--- src/rtl/ngsc_pkg.sv ---
// Package holding the shared constants, types and codes of the n-gram counter.
package ngsc_pkg;

    localparam int MAX_WINDOW    = 8;
    localparam int TABLE_ENTRIES = 64;
    localparam int COUNT_BITS    = 48;
    localparam int POS_BITS      = $clog2(MAX_WINDOW);
    localparam int IDX_BITS      = $clog2(TABLE_ENTRIES);
    localparam int USED_BITS     = $clog2(TABLE_ENTRIES + 1);
    localparam int KEY_BITS      = MAX_WINDOW * 64;
    localparam logic [COUNT_BITS-1:0] COUNT_MAX = {COUNT_BITS{1'b1}};

    typedef enum logic [1:0] {
        OP_PUSH  = 2'd0,
        OP_READ  = 2'd1,
        OP_CLEAR = 2'd2,
        OP_NONE  = 2'd3
    } op_t;

    typedef enum logic [2:0] {
        ST_FILLING = 3'd0,
        ST_HIT     = 3'd1,
        ST_NEW     = 3'd2,
        ST_DROPPED = 3'd3,
        ST_READOUT = 3'd4,
        ST_BAD     = 3'd5,
        ST_CLEARED = 3'd6
    } status_t;

    typedef enum logic [2:0] {
        S_IDLE,
        S_SCAN,
        S_UPDATE,
        S_READ,
        S_OUT
    } state_t;

    typedef struct packed {
        logic    capture;
        logic    shift_in;
        logic    scan_start;
        logic    scan_step;
        logic    do_hit;
        logic    do_new;
        logic    do_clear;
        logic    rd_start;
        logic    rd_step;
        logic    load_out;
        status_t out_status;
        logic    out_last;
    } cmd_t;

    typedef struct packed {
        op_t  op;
        logic window_full;
        logic scan_done;
        logic match;
        logic table_full;
        logic sel_ok;
        logic rd_last;
        logic out_busy;
    } stat_t;

endpackage

--- src/rtl/ngsc_control.sv ---
// Controller state machine of the n-gram counter.
module ngsc_control
    import ngsc_pkg::*;
(
    input  logic  clk,
    input  logic  rst_n,
    input  logic  in_valid,
    output logic  in_stall,
    input  stat_t stat,
    output cmd_t  cmd
);

    state_t state_reg, state_next;

    always_ff @(posedge clk or negedge rst_n)
    begin
        if (!rst_n)
            state_reg <= S_IDLE;
        else
            state_reg <= state_next;
    end

    always_comb
    begin
        state_next = state_reg;
        cmd        = '0;
        cmd.out_status = ST_FILLING;
        in_stall   = (state_reg != S_IDLE);
        case (state_reg)
            S_IDLE:
            begin
                if (in_valid)
                begin
                    cmd.capture = 1'b1;
                    state_next  = S_UPDATE;
                end
            end
            S_UPDATE:
            begin
                case (stat.op)
                    OP_PUSH:
                    begin
                        cmd.shift_in   = 1'b1;
                        cmd.scan_start = 1'b1;
                        state_next     = S_SCAN;
                    end
                    OP_READ:
                        state_next = S_READ;
                    OP_CLEAR:
                        state_next = S_OUT;
                    default:
                        state_next = S_IDLE;
                endcase
            end
            S_SCAN:
            begin
                if (!stat.window_full)
                begin
                    if (!stat.out_busy)
                    begin
                        cmd.load_out   = 1'b1;
                        cmd.out_status = ST_FILLING;
                        cmd.out_last   = 1'b1;
                        state_next     = S_IDLE;
                    end
                end
                else if (stat.scan_done)
                begin
                    if (!stat.out_busy)
                    begin
                        cmd.load_out = 1'b1;
                        cmd.out_last = 1'b1;
                        if (stat.match)
                        begin
                            cmd.do_hit     = 1'b1;
                            cmd.out_status = ST_HIT;
                        end
                        else if (stat.table_full)
                            cmd.out_status = ST_DROPPED;
                        else
                        begin
                            cmd.do_new     = 1'b1;
                            cmd.out_status = ST_NEW;
                        end
                        state_next = S_IDLE;
                    end
                end
                else
                    cmd.scan_step = 1'b1;
            end
            S_READ:
            begin
                if (!stat.sel_ok)
                begin
                    if (!stat.out_busy)
                    begin
                        cmd.load_out   = 1'b1;
                        cmd.out_status = ST_BAD;
                        cmd.out_last   = 1'b1;
                        state_next     = S_IDLE;
                    end
                end
                else
                begin
                    cmd.rd_start = 1'b1;
                    state_next   = S_OUT;
                end
            end
            S_OUT:
            begin
                if (!stat.out_busy)
                begin
                    cmd.load_out = 1'b1;
                    if (stat.op == OP_CLEAR)
                    begin
                        cmd.do_clear   = 1'b1;
                        cmd.out_status = ST_CLEARED;
                        cmd.out_last   = 1'b1;
                        state_next     = S_IDLE;
                    end
                    else
                    begin
                        cmd.out_status = ST_READOUT;
                        cmd.out_last   = stat.rd_last;
                        if (stat.rd_last)
                            state_next = S_IDLE;
                        else
                            cmd.rd_step = 1'b1;
                    end
                end
            end
            default:
                state_next = S_IDLE;
        endcase
    end

    assert property (@(posedge clk) disable iff (!rst_n)
        (cmd.do_hit || cmd.do_new) |-> cmd.load_out)
        else $error("table update without a result word");
    assert property (@(posedge clk) disable iff (!rst_n)
        !(cmd.do_hit && cmd.do_new))
        else $error("hit and new entry together");
    assert property (@(posedge clk) disable iff (!rst_n)
        cmd.capture |=> state_reg == S_UPDATE)
        else $error("captured word not decoded");

endmodule

--- config.mk ---
export PLATFORM = sky130hd
export DESIGN_NAME = ngsc_control
export DESIGN_NICKNAME = d
export VERILOG_FILES = /design/src/rtl/ngsc_pkg.sv /design/src/rtl/ngsc_control.sv
export SDC_FILE = /design/constraint.sdc
export NUM_CORES = 1
export LEC_CHECK = 0
export BUFFER_PORTS_ARGS = -buffer_cell sky130_fd_sc_hd__buf_2
export CAP_MARGIN = 10
export CORE_AREA = 2 2 39 41
export DETAILED_ROUTE_END_ITERATION = 10
export DIE_AREA = 0 0 41 43
export SKIP_LAST_GASP = 1
export SLEW_MARGIN = 20
export SYNTH_ARGS = -nofsm -noshare
export SYNTH_HDL_FRONTEND = slang
export SYNTH_SLANG_ARGS = --single-unit
--- constraint.sdc ---
create_clock -name clk -period 2.4 [get_ports clk]
set_clock_uncertainty 0.15 [all_clocks]
set_input_delay 0.6 -clock clk [delete_from_list [all_inputs] [get_ports clk]]
set_output_delay 0.6 -clock clk [all_outputs]
set_load 0.005 [all_outputs]
==> results of run 1 <==
==> placed cells by master (no fill, tap or decap), types with 2 or more instances in the layout <==
cell type / netlist / layout
inv_1: 5 / 5
dfrtp_2: 0 / 3
nor4_1: 2 / 2
buf_2: 2 / 26
nand2b_1: 3 / 3
a21oi_1: 6 / 6
or3b_4: 2 / 2
clkbuf_4: 0 / 3
nor3_1: 2 / 2
nor2b_1: 2 / 2
o22ai_1: 2 / 2
a211oi_1: 2 / 2
nor2_1: 3 / 3
buf_4: 1 / 6
==> worst max-delay path: cells and delay by family, from the launching register on <==
kind	cells	cell delay, ns
simple gates	2	0.64
flops	1	0.44
compound gates	1	0.17
buf+inv	1	0.13
==> through the flow <==
step | area (um^2) | hold WS, ns | util (%) | setup WS (ns) | power, W
2_1_floorplan | 404.1 | 0.1544 | - | 0.2983 | 0.0002924
3_3_place_gp | 540.5 | 0.2456 | 39.06 | 0.07982 | 0.0003683
3_5_place_dp | 540.5 | 0.2474 | 39.06 | 0.06364 | 0.0003703
4_1_cts | 569.3 | 0.01073 | 41.14 | 0.003989 | 0.0004621
5_1_grt | 600.6 | 0.009296 | 43.40 | -0.02766 | 0.0005506
6_report | 600.6 | 0.01092 | 43.40 | 0.05092 | 0.0005032
==> synthesized netlist by cell type, drive strengths merged <==
library cell,number
and3b,1
nor3,3
o2bb2ai,1
buf,4
o22ai,2
or4b,1
or3,2
dfrtp,3
a2111o,1
a31oi,1
nor2,3
o21bai,1
inv,5
nand2b,3
or3b,2
nor2b,2
mux2i,1
a211oi,2
a21oi,6
a21o,1
nor3b,1
nor4b,1
nand4bb,1
nor4,2
==> worst paths after layout <==
path / start / end / cells after the start
hold / removal: rst_n / state_reg[1] / 1
max in group asynchronous: rst_n / state_reg[2] / 1
hold reg to reg: state_reg[2] / state_reg[0] / 1
setup / recovery: state_reg[2] / cmd[1] / 4
setup reg to reg: state_reg[0] / state_reg[1] / 4
min in group clk: state_reg[2] / state_reg[0] / 1
==> layer usage <==
layer  GRT usage, %  routed length [um]
met1          15.76                 483
met2          18.44                 497
met5              0                   0
met3          1.571                  79
met4          4.000                   0
==> power by group <==
group / internal [W] / switching [W]
Combinational: 0.000167 / 0.000124
Sequential: 0.0000790 / 0.0000455
Clock: 0.0000623 / 0.0000257
==> cell type report <==
type                    instances  area share (%)
multi-input cells              38           46.87
inverters                       5           3.125
clock buffers                   4           4.375
repair buffers                 32           29.17
flip-flops and latches          3           13.12
well taps                      16           3.333
==> repair_timing <==
item	in CTS	in global routing
gates resized for setup	2	1
pin swaps	0	2
buffers inserted	0	4
endpoints found under the setup margin	1	6
endpoints found under the hold margin	0	0
==> logic make-up after synthesis <==
family	after synthesis	share of synthesized area [%]
compound gates	15	25.39
buf+inv	9	11.77
simple gates	22	41.80
flops	3	18.58
mux	1	2.477
==> impl_results.md, run 1 <==
* Min cycle time layout at roughly 2.3 ns
* Crit-path max cell delay at 0.44 ns
* Pin count of the biggest net entering global routing at 11
* Arr. time, crit path at about 1.6 ns
* Port bufs at 26
* Clk sinks at 3
* Final period util at 97.88%
* Synth Net Count at 62
* Via/cell ratio at 4.847
* Routed vias at around 480
* ANT cells at 0
* H-tree depth at 1
* CTS tree: done
* Layout cells sized above 1 at ~55%
* Clock-pin slew on the worst setup and hold paths at 0.04 ns
* Critical path class: flop to output port
* Synth top area cells: dfrtp_1, a21oi_1, or3b_4
* Io pins at 27
* Worst Path Max Fanout at 8
* Worst skew pair latency at 0.23 ns
* PD cells at 837.9 nW/um^2
* Worst-case clock buffer depth at 2
* Status: complete, no violations
* Multi-input combinational cell area at around 280 um^2
* Max-cap violations at 0
* Worst path required time at 1.65 ns
* Initial antenna violation count at 0
* Post-Route WL at approximately 1100 um
* Residual DRC at 0
* F_max at 0.4257 GHz
* Finished Layout Cells at 98
* Post-DP HPWL at 811.5 um
* First-pass GRT wire length at 1476 um
* Initial DRC Count at 2
* Slew Limit Fails at 0
* LEAKAGE at ~0.31 nW
* RSZ-0062 raised after global routing: true
* Die height at 43 um
* FF+latch count, synth at 3
* Ys Warns at 0
* Antenna Nets Post-Route at 0
* Worst min-delay path class: primary input to async pin
* Vias in the first global route at 379
* Post-Syn Area at 404.1 um^2
* Die area at 1763 um^2
* Root Buffer: clkbuf_4
* Max stage delay cell, worst path: dfrtp_2
* Final Net Count at 95
* CP startpoint kind: flop
* CTS Buf Count at 3
* Max reg flops at 3
* Flop2flop setup slack at 1.10 ns
* Global placer's final weighted congestion at approximately 0.7
* Post-route setup TNS at 0 ns
* DRT Pass-1 Iters at 2
* Total track usage at a little under an eighth
* Core area at 1384 um^2
* Layout fillers at 148
* Initial core utilization at 29.20%
* Setup violators final at 0
* CP Cell Sequence: nand4bb_1 -> or3b_4 -> o22ai_1 -> buf_2
* Register area at 78.83 um^2
* Peak VDD IR at about 0.00023 V
* Top-area cell type share of the netlist area at 18.58%
* Num rows at 14
* Slew HR at 76.91%
* Mean Syn Cell Area at about 8.1 um^2
* Worst-margin pin slew at 0.3432 ns
* Die X at 41 um
* WL per Instance at 10.82 um
* Register area share after synthesis at about 19%
* Nature of the critical path endpoint: output port
* Unique masters post-synth at 28
* Hold-fix buffers, CTS at 0
* Mapped Cells at 50
* Layout area overhead at 48.61%
* Dpl cells at 90
* Post-synth top area cell: dfrtp_1
* Overflow left after global routing at 0
* Final hold vios at 0
Note: power is estimated with default switching activity, not from simulation.
==> run 2, diff against run 1 <==
--- a/config.mk
+++ b/config.mk
@@ -5,6 +5,7 @@
 export SDC_FILE = /design/constraint.sdc
 export NUM_CORES = 1
 export LEC_CHECK = 0
+export ABC_AREA = 1
 export BUFFER_PORTS_ARGS = -buffer_cell sky130_fd_sc_hd__buf_2
 export CAP_MARGIN = 10
 export CORE_AREA = 2 2 39 41
==> run 2 against run 1 <==
  * First-iteration DRC count increased by 50%
  * Final area decreased by 7.7%
  * Hold slack got worse by 0.0052 ns
  * Synthesized cell count increased by 32%
  * Utilization decreased by 3.3 points
  * Cell count increased by 12%
  * Sequential cell count unchanged
  * Maximum frequency increased by 9.7%
  * Sequential power decreased by 9.7%
  * Synthesized area decreased by 2.8%
  * Via count increased by 0.84%
==> impl_results.md, run 2 <==
* Status: complete, no violations
* Post-synth top area cell: dfrtp_1
* Layout cells sized above 1 at 45.74% (-9.1 points)
* Commonest non-fill, non-tap cell in the layout: buf_2
* CTS Buf Count at 3 (unchanged)
* FF+latch count, synth at 3 (unchanged)
* Worst setup margin at 0.2580 ns (+0.2071 ns)
* Clk sinks at 3 (unchanged)
* Commonest cells after routing, fill and taps aside: buf_2, nand2_1, inv_1
* Die X at 41 um (unchanged)
* Fraction of registers with async set/reset at 100.0% (unchanged)
* Mapped Cells at 66 (+32%)
* Post-Syn Area at 392.9 um^2 (-2.8%)
* Antenna Nets Post-Route at 0 (unchanged)
* CP startpoint kind: primary input
* Initial core utilization at 28.39% (-0.81 points)
* Num rows at 14 (unchanged)
* Resized cells post-CTS at 0 (-2)
* Overflow left after global routing at 0 (unchanged)
* Die height at 43 um (unchanged)
* Unique masters post-synth at 18 (-36%)
* Via/cell ratio at 4.355 (-10%)
* Register area at 75.07 um^2 (-4.8%)
* Post-Route WL at 899 um (-15%)
* RSZ-0062 raised after global routing: false
* Synth Net Count at 78 (+26%)
* Initial DRC Count at 3 (+1)
* Final hold vios at 0 (unchanged)
* Commonest cells in the netlist: nand2_1, inv_1, nor2_1
* F_max at 0.4668 GHz (+9.7%)
* Post-synthesis mux area share at 0% (-2.5 points)
* DRT Pass-1 Iters at 4 (+2)
* PD cells at 822.0 nW/um^2 (-1.9%)
* Min cycle time layout at 2.142 ns (-0.2071 ns)
* First-pass GRT wire length at 1449 um (-1.8%)
* Peak VDD IR at 0.0004819 V (+110%)
* Final Net Count at 107 (+13%)
* Post-route setup TNS at 0 ns (unchanged)
* Die area at 1763 um^2 (unchanged)
* Post-CTS Setup Bufs at 0 (unchanged)
* Critical path class: primary input to output port
* Root Buffer: clkbuf_4
* Worst Hold Slack at 0.005729 ns (-0.005193 ns)
* Port bufs at 26 (unchanged)
* Ys flop type: dfrtp_1
* Slew Limit Fails at 0 (unchanged)
* Worst-case clock buffer depth at 2 (unchanged)
* Arr. time, crit path at 1.39 ns (-0.21 ns)
* Number of synthesized flops with an enable pin at 0 (unchanged)
* Post-layout util at 40.05% (-3.3 points)
* Post-synthesis compound-gate area fraction at 7.325% (-18 points)
* Multi-input combinational cell area at 257.7 um^2 (-8.4%)
* CTS tree: done
* ANT cells at 0 (unchanged)
* Synth top area cells: dfrtp_1, nand2_1, inv_1
* Slew HR at 79.45% (+2.5 points)
* Total track usage at 11.77% (+0.024 points)
* Hold-fix buffers, CTS at 0 (unchanged)
* Nature of the critical path endpoint: output port
* Ys Warns at 0 (unchanged)
* Core area at 1384 um^2 (unchanged)
* Worst Path Max Fanout at 5 (-3)
* Residual DRC at 0 (unchanged)
* Worst min-delay path class: primary input to async pin
* Initial antenna violation count at 0 (unchanged)
* Worst skew pair latency at 0.23 ns (about the same)
* XOR/XNOR Fraction of Synth Area at 0% (unchanged)
* Most frequent cell after synthesis: nand2_1
* WL per Instance at 8.173 um (-24%)
* Worst-margin pin slew at 0.3082 ns (-0.03501 ns)
* Setup violators final at 0 (unchanged)
* Simple-Gate Fraction of Synth Area at 58.28% (+16 points)
* Register area share after synthesis at 19.11% (+0.53 points)
* Clock-pin slew on the worst setup and hold paths at 0.04 ns (about the same)
* LEAKAGE at 0.3493 nW (+11%)
* Post-DP HPWL at 787.1 um (-3.0%)
* Mean Syn Cell Area at 5.953 um^2 (-26%)
* Max reg flops at 3 (unchanged)
* Routed vias at 479 (+0.84%)
* Layout fillers at 159 (+7.4%)
* Layout area overhead at 41.08%
* Vias in the first global route at 400 (+5.5%)
* Max-cap violations at 0 (unchanged)
* Final period util at 89.25% (-8.6 points)
* Pre-CTS setup slack at 0.2645 ns (+0.2008 ns)
* Global placer's final weighted congestion at 0.7401 (+7.2%)
* Largest family of logic cells by synthesized area: simple AND/OR/NAND/NOR gates
* Top-area cell type share of the netlist area at 19.11% (+0.53 points)
* Io pins at 27 (unchanged)
* H-tree depth at 1 (unchanged)
* Pin count of the biggest net entering global routing at 9 (-2)
* Worst path required time at 1.65 ns (about the same)
* Adder-cell area share of the yosys netlist at 0% (unchanged)
## run 2: cell count changes after synthesis, sizes merged, moves of 3 or more
| cell | change |
|---|---|
| nand2 | +19 |
| nor2 | +9 |
| inv | +7 |
| nand3 | +7 |
| a21oi | -5 |
| nand2b | -3 |
## run 2: path summary, 6_finish.rpt
check	from	end	slack, ns	cells after the start
hold / removal	rst_n	state_reg[2]	0.006	1
hold reg to reg	state_reg[2]	state_reg[2]	0.56	3
setup reg to reg	state_reg[0]	state_reg[0]	1.14	5
setup / recovery	stat[0]	cmd[8]	0.26	7
max in group asynchronous	rst_n	state_reg[1]	1.99	1
min in group clk	stat[8]	state_reg[2]	0.51	3
## run 2: area by class of cell
class | instances | area share, %
clock buffer | 4 | 4.740
tap | 16 | 3.612
multi-input combinational | 49 | 46.50
inverter | 12 | 8.126
timing repair buffer | 26 | 23.48
sequential | 3 | 13.54
## run 2: logic make-up after synthesis
group,count (synthesis)
simple gates,44
buf+inv,14
compound gates,5
flops,3
## run 2: critical path, cell delays in order
cell	delay (ns)
buf_2	0.12
inv_1	0.13
nand3_1	0.11
nor2_1	0.15
nand2_1	0.09
nor2_1	0.08
buf_2	0.11
## run 2: report_power, final
part | total [W] | internal, W | switching [W]
clock network | 0.0000869 | 0.0000622 | 0.0000246
logic | 0.000256 | 0.000110 | 0.000146
registers | 0.000112 | 0.0000727 | 0.0000397
total | 0.000456 | 0.000245 | 0.000211
## run 2: routing by layer
layer	GRT usage, %	share of wire [%]	up-vias
met4	6.000	0	0
met5	0	0	-
li1	-	-	264
met3	3.141	4.9	0
met1	15.21	40	205
met2	17.19	55	10
## run 2: metrics by stage
| step | total power (W) | std cells | instance area, um^2 |
|---|---|---|---|
| final | 0.0004556 | 110 | 554.3 |
| after global routing | 0.0005042 | 110 | 554.3 |
| after CTS | 0.0004659 | 110 | 554.3 |
| after detailed placement | 0.0003752 | 106 | 528.0 |
| after global placement | 0.0003740 | 106 | 528.0 |
| after floorplan | 0.0003013 | 66 | 392.9 |
